**config.mk**
```make
export PLATFORM = sky130hd
export DESIGN_NAME = skvt_ctrl
export DESIGN_NICKNAME = d
export VERILOG_FILES = /design/src/design/skvt_pkg.sv /design/src/design/skvt_ctrl.sv
export SDC_FILE = /design/constraint.sdc
export NUM_CORES = 1
export LEC_CHECK = 0
export BUFFER_PORTS_ARGS = -buffer_cell sky130_fd_sc_hd__buf_2
export CAP_MARGIN = 10
export CELL_PAD_IN_SITES_DETAIL_PLACEMENT = 1
export CELL_PAD_IN_SITES_GLOBAL_PLACEMENT = 1
export CORE_AREA = 2 2 39 41
export CTS_BUF_LIST = sky130_fd_sc_hd__clkbuf_16
export CTS_CLUSTER_DIAMETER = 120
export CTS_CLUSTER_SIZE = 14
export DETAILED_ROUTE_END_ITERATION = 8
export DIE_AREA = 0 0 41 43
export PLACE_DENSITY_LB_ADDON = 0.08
export SYNTH_ARGS = -nofsm -noshare
export SYNTH_HDL_FRONTEND = slang
export SYNTH_SLANG_ARGS = --single-unit
```
**constraint.sdc**
```tcl
create_clock -name clk -period 1.35 [get_ports clk]
set_input_delay 0.0675 -clock clk [delete_from_list [all_inputs] [get_ports clk]]
set_output_delay 0.0675 -clock clk [all_outputs]
set_load 0.02 [all_outputs]
```
**src/design/skvt_pkg.sv**
```systemverilog
// Shared types and constants for the sorted key/value table lookup block.
`default_nettype none
package skvt_pkg;

  localparam int TABLE_DEPTH_DEF = 256;
  localparam int KEY_W   = 32;
  localparam int VAL_W   = 32;
  localparam int ENTRY_W = KEY_W + VAL_W;

  // request kind codes (in_tuser)
  localparam logic KIND_APPEND = 1'b0;
  localparam logic KIND_LOOKUP = 1'b1;

  typedef enum logic [2:0] {
    S_IDLE,
    S_CHECK,
    S_PROBE,
    S_COMPARE,
    S_DONE
  } state_t;

  // controller -> datapath
  typedef struct packed {
    logic capture;      // latch the accepted request
    logic append;       // store pair if room, build append result
    logic search_init;  // left = 0, bound = count
    logic probe;        // read entry at midpoint
    logic narrow;       // move a bound after a mismatch
    logic hit;          // build found result from read entry
    logic miss;         // build empty result
    logic load_out;     // move result into the output register
  } cmd_t;

  // datapath -> controller
  typedef struct packed {
    logic is_lookup;
    logic span_empty;
    logic key_eq;
  } sts_t;

endpackage
`default_nettype wire

```
**src/design/skvt_ctrl.sv**
```systemverilog
// Sequencer for append and binary-search lookup requests.
`default_nettype none
module skvt_ctrl (
  input  wire logic          clk,
  input  wire logic          rst_n,
  input  wire logic          in_tvalid,
  output logic               in_tready,
  output logic               out_tvalid,
  input  wire logic          out_tready,
  input  wire skvt_pkg::sts_t sts,
  output skvt_pkg::cmd_t     cmd
);

  skvt_pkg::state_t state_r, state_nxt;
  logic             out_valid_r, out_valid_nxt;

  always_ff @(posedge clk) begin
    if (!rst_n) begin
      state_r     <= skvt_pkg::S_IDLE;
      out_valid_r <= 1'b0;
    end else begin
      state_r     <= state_nxt;
      out_valid_r <= out_valid_nxt;
    end
  end

  always_comb begin
    state_nxt = state_r;
    cmd       = '0;
    in_tready = 1'b0;
    case (state_r)
      skvt_pkg::S_IDLE: begin
        in_tready = 1'b1;
        if (in_tvalid) begin
          cmd.capture = 1'b1;
          state_nxt   = skvt_pkg::S_CHECK;
        end
      end
      skvt_pkg::S_CHECK: begin
        if (sts.is_lookup) begin
          cmd.search_init = 1'b1;
          state_nxt       = skvt_pkg::S_PROBE;
        end else begin
          cmd.append = 1'b1;
          state_nxt  = skvt_pkg::S_DONE;
        end
      end
      skvt_pkg::S_PROBE: begin
        if (sts.span_empty) begin
          cmd.miss  = 1'b1;
          state_nxt = skvt_pkg::S_DONE;
        end else begin
          cmd.probe = 1'b1;
          state_nxt = skvt_pkg::S_COMPARE;
        end
      end
      skvt_pkg::S_COMPARE: begin
        if (sts.key_eq) begin
          cmd.hit   = 1'b1;
          state_nxt = skvt_pkg::S_DONE;
        end else begin
          cmd.narrow = 1'b1;
          state_nxt  = skvt_pkg::S_PROBE;
        end
      end
      skvt_pkg::S_DONE: begin
        if (!out_valid_r || out_tready) begin
          cmd.load_out = 1'b1;
          state_nxt    = skvt_pkg::S_IDLE;
        end
      end
      default: begin
        state_nxt = skvt_pkg::S_IDLE;
      end
    endcase
  end

  always_comb begin
    if (cmd.load_out) begin
      out_valid_nxt = 1'b1;
    end else if (out_tready) begin
      out_valid_nxt = 1'b0;
    end else begin
      out_valid_nxt = out_valid_r;
    end
  end

  assign out_tvalid = out_valid_r;

`ifndef SYNTHESIS
  a_load_slot_free: assert property (@(posedge clk) disable iff (!rst_n)
    cmd.load_out |-> (!out_valid_r || out_tready))
    else $error("result loaded over an unread result");

  a_accept_to_check: assert property (@(posedge clk) disable iff (!rst_n)
    (in_tvalid && in_tready) |=> (state_r == skvt_pkg::S_CHECK))
    else $error("accepted request not dispatched");

  a_compare_after_probe: assert property (@(posedge clk) disable iff (!rst_n)
    (state_r == skvt_pkg::S_COMPARE) |-> $past(cmd.probe))
    else $error("compare without a memory read");
`endif

endmodule
`default_nettype wire

```
==> metrics, run 1 <==
Setup violations, final 0; worst hold-check path type in -> reg; WHS Path Cells 2; final hold vios 0; global placement routability congestion 0.6432; clk_lat worst skew 0.22 ns; outcome finished clean; largest net degree at the start of global routing 10; Worst Path Max Fanout 8; synth warn 0; Register Area 85.08 µm²; Clock Skew 0.001591 ns; relative slew slack 77.43%; FP Rows 14; Post-DRT Antenna Nets 0; vias in the first global route 260; clock root buffer clkbuf_16; Post-Syn Area 284.0 µm²; CTS Hold Bufs 0; # port buffers 16; Lkg Pwr 0.2114 nW; die height 43 µm; worst path required time 1.28 ns; vias per cell 4.508; fin nets 58; flops & latches, synth 4; CTS Buf Count 3; initial antenna violation count 0; Setup CP Type reg -> out; post-DP HPWL 558.4 µm; Initial Utilization 20.52%; Tot Pwr 673.8 µW; Post-CTS Setup Inserts 0; Reg clk slew, reported paths 0.03 ns; CTS Sinks 4; Synth Net Count 40; fin. max-slew vios 0; htree depth 1; PnR worst setup slack 0.08064 ns; setup TNS 0 ns; maximum VDD drop 684.6 µV; Place WS 0.1430 ns; share of cells above drive strength 1 53.06%; Netlist cell types 24; Worst Max-Slew Pin Slew 0.3380 ns; clk buf depth 2; io pins 17; FILL cells 174; minimum clock period 1.269 ns; CORE AREA 0.001384 mm²; n_diodes 0; Multi-input gate area 170.2 µm²; max frequency 787.8 MHz; total power per unit cell area 1539 mW/mm²; Final Cycle Share 94.03%; WL final 726 µm; post-synthesis sequential area ratio 28.19%; crit path DAT 1.20 ns; RSZ-0062 raised after global routing no; die area 0.001763 mm²; DR WL/cell 11.17 µm; area grow syn2layout 54.19%; TritonRoute pass-1 iters 4; total track usage 10.32%; Synth Instances 33; endpoint class of the critical path primary output; DRC Markers 0; max_cap viols 0; die outline width 41 µm; DR iter-0 viols 2; global-route wire length before repair 1166 µm; R2R cell count 3; gr ovfl total 0; Syn Area/Cell 8.607 µm²; CTS tree yes; Worst setup SP type flop; Vias 293
cells in the final DEF, fill, tap and decap left out, types with 2 or more instances in the layout:
| cell type | n |
|---|---|
| o21a_1 | 2 |
| dfxtp_1 | 2 |
| buf_2 | 16 |
| clkbuf_16 | 3 |
| nor2_1 | 2 |
| and3_1 | 2 |
| nor3_1 | 2 |
| nand2_1 | 2 |
state kept, by name, summed over array words and instances (netlist names):
name and count:
state_r 3, out_tvalid 1
final timing paths:
kind,from,to,slack [ns]
hold / removal,rst_n,state_r[0]$_SDFFE_PN0P_,0.11
setup / recovery,state_r[2]$_SDFFE_PN0P_,cmd[4],0.08
hold reg to reg,state_r[1]$_SDFFE_PN0P_,state_r[2]$_SDFFE_PN0P_,0.53
setup reg to reg,state_r[2]$_SDFFE_PN0P_,state_r[0]$_SDFFE_PN0P_,0.29
power by group:
group	switching, mW	leakage, nW	internal, mW
registers	0.0130	0.0337	0.125
logic	0.0433	0.141	0.0340
clock network	0.0806	0.0370	0.378
total	0.137	0.211	0.537
cells in the mapped netlist, drive strengths merged:
library cell	number	area, µm²
and3	2	12.51
mux2i	1	10.01
nand2	2	7.510
a21oi	1	5.000
and3b	1	10.01
nand2b	1	6.260
buf	3	26.27
dfxtp	4	80.08
nor3	3	20.02
and2	1	6.260
nor4	1	6.260
nor2b	2	20.02
o32ai	1	8.760
o21a	2	15.01
nor3b	2	20.02
nor2	2	7.510
nor4b	1	8.760
inv	2	7.500
a31oi	1	6.260
layout make-up:
cell class | count | area share [%]
timing repair buffer | 16 | 18.29
tap | 16 | 4.571
inverter | 2 | 1.714
sequential | 4 | 19.43
clock buffer | 3 | 17.14
multi-input combinational | 24 | 38.86
stage by stage:
step | hold slack (ns) | instances | util, % | cell area [µm²]
floorplan | 0.1850 | 33 | - | 284.0
global placement | 0.3401 | 62 | 25.86 | 357.8
detailed placement | 0.3371 | 62 | 25.86 | 357.8
CTS | 0.1063 | 65 | 31.46 | 435.4
global route | 0.1156 | 65 | 31.65 | 437.9
finish | 0.1089 | 65 | 31.65 | 437.9
logic make-up after synthesis:
kind of cell	after synthesis	synth area share (%)
buf+inv	5	11.89
simple gates	18	44.06
flops	4	28.19
mux	1	3.524
compound gates	5	12.33
routing by layer:
layer / vias up / global-route usage [%] / wire [µm]
met2: 15 / 15.00 / 329
met5: - / 0 / 0
met1: 131 / 11.82 / 317
met3: 0 / 7.853 / 80
met4: 0 / 2.000 / 0
li1: 147 / - / -
worst max-delay path: stages, from the launching register on:
cell     delay, ns
dfxtp_1       0.39
nor2b_4       0.19
nor3b_2       0.20
buf_2         0.19
repair_timing:
item	CTS	global route
endpoints found under the setup margin	5	1
resized for setup	2	1
gates cloned	0	0
No activity file was read; power rests on OpenSTA's default activity.
==> inputs of run 2 (changes only) <==
Settings changed: ABC_AREA set to 1, MAX_ROUTING_LAYER set to met4, REMOVE_ABC_BUFFERS set to 1.
==> run 2 against run 1 <==
  * Clock skew decreased by 0.00090 ns
  * Routed wire length shrank 6.9%
  * Clock-buffer cell count stayed put
  * Sequential power up 5%
  * Area after synthesis is 0.88% lower
  * Highest routed layer is now met4
==> metrics, run 2 <==
fin nets 74 (+28%); endpoint class of the critical path primary output; Post-synth EDFFs 0 (unchanged); R2R setup slack 0.40 ns (+0.11 ns); Setup CP Type reg -> out; clock root buffer clkbuf_16; post-cts repair resize count 0 (-2); Final Cycle Share 84.75% (-9.3 points); dominant cell type by area after synthesis dfxtp_1; vias per cell 4.259 (-5.5%); Setup violations, final 0 (unchanged); share of cells above drive strength 1 40.00% (-13 points); ys async rst share 0% (unchanged); XOR/XNOR Fraction of Synth Area 0% (unchanged); maximum VDD drop 791.0 µV (+16%); minimum clock period 1.144 ns (-0.1252 ns); area grow syn2layout 59.56%; DR iter-0 viols 0 (-2); max frequency 874.0 MHz (+11%); clk_lat worst skew 0.22 ns (about the same); Worst Max-Slew Pin Slew 0.2043 ns (-0.1337 ns); multiplexer share of the synthesized area 0% (-3.5 points); Synth Instances 47 (+42%); DRC Markers 0 (unchanged); n_diodes 0 (unchanged); outcome finished clean; Worst setup SP type flop; CTS Buf Count 3 (unchanged); Post-Synth Adder-Cell Area 0% (unchanged); # port buffers 16 (unchanged); CTS tree yes; Post-DRT Antenna Nets 0 (unchanged); crit path DAT 1.08 ns (-0.12 ns); io pins 17 (unchanged); most frequent cells after synthesis inv_1, nor2_1, nand3_1, nand4_1, dfxtp_1; clk buf depth 2 (unchanged); Post-CTS Setup Inserts 0 (unchanged); initial antenna violation count 0 (unchanged); die height 43 µm (unchanged); most common cell after layout, fill and taps aside buf_2; Post-Synth Simple-Gate Area 44.89% (+0.84 points); fin. max-slew vios 0 (unchanged); CTS Sinks 4 (unchanged); Final Util 32.46% (+0.81 points); max FFs per register 3 (unchanged); Lkg Pwr 0.3152 nW (+49%); worst-path cell chain inv_1 -> nand4_1 -> inv_1 -> buf_2; setup TNS 0 ns (unchanged); flops & latches, synth 4 (unchanged); die outline width 41 µm (unchanged); max_cap viols 0 (unchanged); CTS Hold Bufs 0 (unchanged); worst hold-check path type in -> reg; Synth Flop Type dfxtp_1; Slowest Stage Delay on Critical Path 0.32 ns (-0.07 ns); WL final 676 µm (-6.9%); Clock Skew 0.0006869 ns (-0.0009044 ns); RSZ-0062 raised after global routing no; most frequent cells in the layout buf_2, inv_1, nor2_1, nand3_1, nand4_1; Reg with most FFs state_r; total power per unit cell area 1688 mW/mm² (+9.7%); gr ovfl total 0 (unchanged); Vias 345 (+18%); Synth area leaders dfxtp_1, inv_1, nand4_1; Reg clk slew, reported paths 0.03 ns (about the same); global placement routability congestion 0.6358 (-1.2%); main combinational cell family by area after synthesis simple AND/OR/NAND/NOR gates; DR WL/cell 8.346 µm (-25%); synth warn 0 (unchanged); most frequent cell after synthesis inv_1; htree depth 1 (unchanged); critical path's most frequent cell inv_1; post-DP HPWL 596.1 µm (+6.8%); post-synthesis sequential area ratio 28.44% (+0.25 points); global-route wire length before repair 1021 µm (-12%); Netlist cell types 11 (-54%); Post-Syn Area 281.5 µm² (-0.88%); largest net degree at the start of global routing 7 (-3); die area 0.001763 mm² (unchanged); Syn Area/Cell 5.990 µm² (-30%); CORE AREA 0.001384 mm² (unchanged); relative slew slack 86.36% (+8.9 points); Tot Pwr 758.4 µW (+13%); Worst Path Max Fanout 5 (-3); Initial Utilization 20.34% (-0.18 points); Synth Area in Compound Gates 0% (-12 points); vias in the first global route 277 (+6.5%); post-synth top area share 28.44% (+0.25 points); total track usage 9.063% (-1.3 points); FP Rows 14 (unchanged); TritonRoute pass-1 iters 1 (-3); worst path required time 1.28 ns (about the same); Worst path slowest cell dfxtp_1; final hold vios 0 (unchanged)
## run 2: area by class of cell
type	instances	area, µm²
Fill cell	188	934.6
Multi-Input combinational cell	24	126.4
Sequential cell	4	80.08
Timing Repair Buffer	16	80.08
Clock buffer	3	75.07
Inverter	18	67.56
Tap cell	16	20.02
## run 2: layer usage
| metal | global-route usage (%) | share of wire (%) | up-vias | routed length (µm) |
|---|---|---|---|---|
| met5 | - | 0 | - | 0 |
| met4 | 6.000 | 2.2 | 0 | 15 |
| met3 | 4.712 | 8.9 | 2 | 60 |
| met2 | 12.50 | 46 | 11 | 313 |
| met1 | 9.677 | 42 | 155 | 285 |
| li1 | - | - | 177 | - |
## run 2: critical path, delay by kind of cell, from the launching register on
kind	cells	cell delay [ns]
buf+inv	3	0.37
flops	1	0.32
simple gates	1	0.16
## run 2: final timing paths
| path | cells after the start | end | startpoint |
|---|---|---|---|
| worst max-delay path | 4 | cmd[4] | state_r[2]$_SDFFE_PN0P_ |
| worst min-delay path | 3 | state_r[1]$_SDFFE_PN0P_ | rst_n |
| worst max register to register | 5 | state_r[2]$_SDFFE_PN0P_ | state_r[0]$_SDFFE_PN0P_ |
| worst min register to register | 4 | out_tvalid$_SDFFE_PN0P_ | out_tvalid$_SDFFE_PN0P_ |
## run 2: power by group
part | switching, mW | total, mW | leakage [nW] | internal, mW
clock | 0.0808 | 0.459 | 0.0370 | 0.378
combinational | 0.100 | 0.154 | 0.246 | 0.0539
sequential | 0.0146 | 0.145 | 0.0327 | 0.131
total | 0.196 | 0.758 | 0.315 | 0.563
## run 2: cell families (layout without fill, tap and decap cells)
logic type | after synthesis | in the layout
AND/OR/NAND/NOR | 24 | 24
buffers and inverters | 19 | 37
flip-flops | 4 | 4
## run 2: per-stage QoR
step	setup WS, ns	cell area (µm²)	std cells	hold slack, ns
floorplan	0.3371	274.0	46	0.1651
global placement	0.3752	374.1	78	0.2727
detailed placement	0.3905	374.1	78	0.2808
CTS	0.1884	449.2	81	0.04939
global route	0.1264	449.2	81	0.08433
finish	0.2059	449.2	81	0.04817
==> inputs of run 3 (changes only) <==
Clock period 1.35 ns to 1.2 ns, I/O delays scaled along.
==> run 3 against run 2 <==
  * Clock power grew 11%
  * Combinational power rose by 18%
  * Clock-buffer cell count is the same
  * Largest cell class unchanged
  * Core utilization increased by 1.4 points
  * Sequential power increased by 14%
  * Critical path depth is the same
  * Setup slack worse by 0.15 ns
  * Non-clock buffer count increased by 2
  * Final cell count up 2.5%
  * Register-to-register slack got worse by 0.25 ns
  * Sequential share of layout area fell by 0.76 points
  * Die area did not move
==> metrics, run 3 (synthesis gave the netlist of run 2 again) <==
outcome finished clean; total track usage 9.250% (+0.19 points); area grow syn2layout 66.67%; total power per unit cell area 1821 mW/mm² (+7.9%); htree depth 1 (unchanged); Tot Pwr 854.6 µW (+13%); Clock Skew 0.001666 ns (+0.0009790 ns); CORE AREA 0.001384 mm² (unchanged); RSZ-0062 raised after global routing no; share of cells above drive strength 1 44.78% (+4.8 points); Hold WS 0.03957 ns (-0.008596 ns); gr ovfl total 0 (unchanged); Worst Max-Slew Pin Slew 0.2709 ns (+0.06661 ns); max_cap viols 0 (unchanged); fin nets 76 (+2.7%); fin. max-slew vios 0 (unchanged); Setup CP Type reg -> out; maximum VDD drop 1744 µV (+120%); post-DP HPWL 614.3 µm (+3.1%); die area 0.001763 mm² (unchanged); Vias 334 (-3.2%); io pins 17 (unchanged); FILL cells 188 (unchanged); CTS tree yes; clk buf depth 2 (unchanged); clk_lat worst skew 0.22 ns (about the same); max FFs per register 3 (unchanged); worst hold-check path type in -> reg; WL final 755 µm (+12%); FP Rows 14 (unchanged); DRC Markers 0 (unchanged); n_diodes 0 (unchanged); minimum clock period 1.143 ns; Final Cycle Share 95.23%; endpoint class of the critical path primary output; Post-DRT Antenna Nets 0 (unchanged); Worst setup SP type flop; die height 43 µm (unchanged); setup TNS 0 ns (unchanged); Worst Path Max Fanout 5 (unchanged); Setup violations, final 0 (unchanged); initial antenna violation count 0 (unchanged); final hold vios 0 (unchanged); DR WL/cell 9.096 µm (+9.0%); die outline width 41 µm (unchanged); global placement routability congestion 0.6753 (+6.2%); CTS Buf Count 3 (unchanged); most frequent cells in the layout buf_2, inv_1, nor2_1, nand3_1, nand4_1; Reg with most FFs state_r; # port buffers 16 (unchanged); Lkg Pwr 0.3232 nW (+2.5%); DR iter-0 viols 3 (+3); TritonRoute pass-1 iters 2 (+1); crit path DAT 1.08 ns (about the same); worst path required time 1.14 ns (-0.14 ns); vias in the first global route 291 (+5.1%); CTS Sinks 4 (unchanged); global-route wire length before repair 1104 µm (+8.1%); CTS Hold Bufs 0 (unchanged); vias per cell 4.024 (-5.5%); clock root buffer clkbuf_16; Reg clk slew, reported paths 0.03 ns (about the same); relative slew slack 81.87% (-4.5 points); Initial Utilization 20.34% (unchanged); max frequency 875.0 MHz; largest net degree at the start of global routing 7 (unchanged); most common cell after layout, fill and taps aside buf_2
==> run 3: cell types whose count changed in the layout (fill, tap and decap cells not counted) <==
cell | previous run | this run
buf_2 | 16 | 15
buf_4 | 0 | 3
inv_1 | 15 | 14
inv_2 | 3 | 4
nor2_1 | 8 | 7
nor2_2 | 1 | 2
==> run 3: critical path: stages, from the launching register on <==
cell and delay (ns):
dfxtp_1 0.42, inv_2 0.10, nand4_1 0.15, inv_1 0.05, buf_2 0.15
==> run 3: metrics by stage <==
step	cells	cell area (µm²)	util (%)	setup slack [ns]
after floorplan	46	274.0	-	0.1871
after global placement	78	374.1	27.03	0.1747
after detailed placement	78	374.1	27.03	0.2224
after CTS	81	449.2	32.46	0.03591
after global routing	83	469.2	33.91	0.003025
final	83	469.2	33.91	0.05719
==> run 3: final cells by class <==
class	count	area (µm²)	share of cell area (%)
multi-input combinational	24	128.9	27.47
timing repair buffer	18	97.59	20.80
tap	16	20.02	4.267
sequential	4	80.08	17.07
clock buffer	3	75.07	16.00
inverter	18	67.56	14.40
==> run 3: worst paths after layout <==
path | start | end | slack (ns) | cells after the start
min | rst_n | state_r[1]$_SDFFE_PN0P_ | 0.04 | 3
max reg2reg | state_r[0]$_SDFFE_PN0P_ | state_r[1]$_SDFFE_PN0P_ | 0.15 | 6
max | state_r[0]$_SDFFE_PN0P_ | cmd[4] | 0.06 | 4
min reg2reg | out_tvalid$_SDFFE_PN0P_ | out_tvalid$_SDFFE_PN0P_ | 0.60 | 4
==> run 3: metal layers <==
metal  up-vias  wire length, µm  track usage, %
met5         -                0               -
met2         8              372           13.75
met1       145              344           10.90
li1        181                -               -
met4         0                0           4.000
met3         0               38           3.141
==> run 3: report_power, final <==
part	total, mW	internal (mW)	leakage (nW)	switching, mW
Clock	0.508	0.425	0.0370	0.0835
Sequential	0.165	0.147	0.0327	0.0176
Combinational	0.182	0.0652	0.254	0.116
==> run 3: timing repair <==
| action | in CTS | in global routing |
|---|---|---|
| resized for setup | 0 | 3 |
| endpoints found under the setup margin | 0 | 4 |
| setup buffers | 0 | 2 |
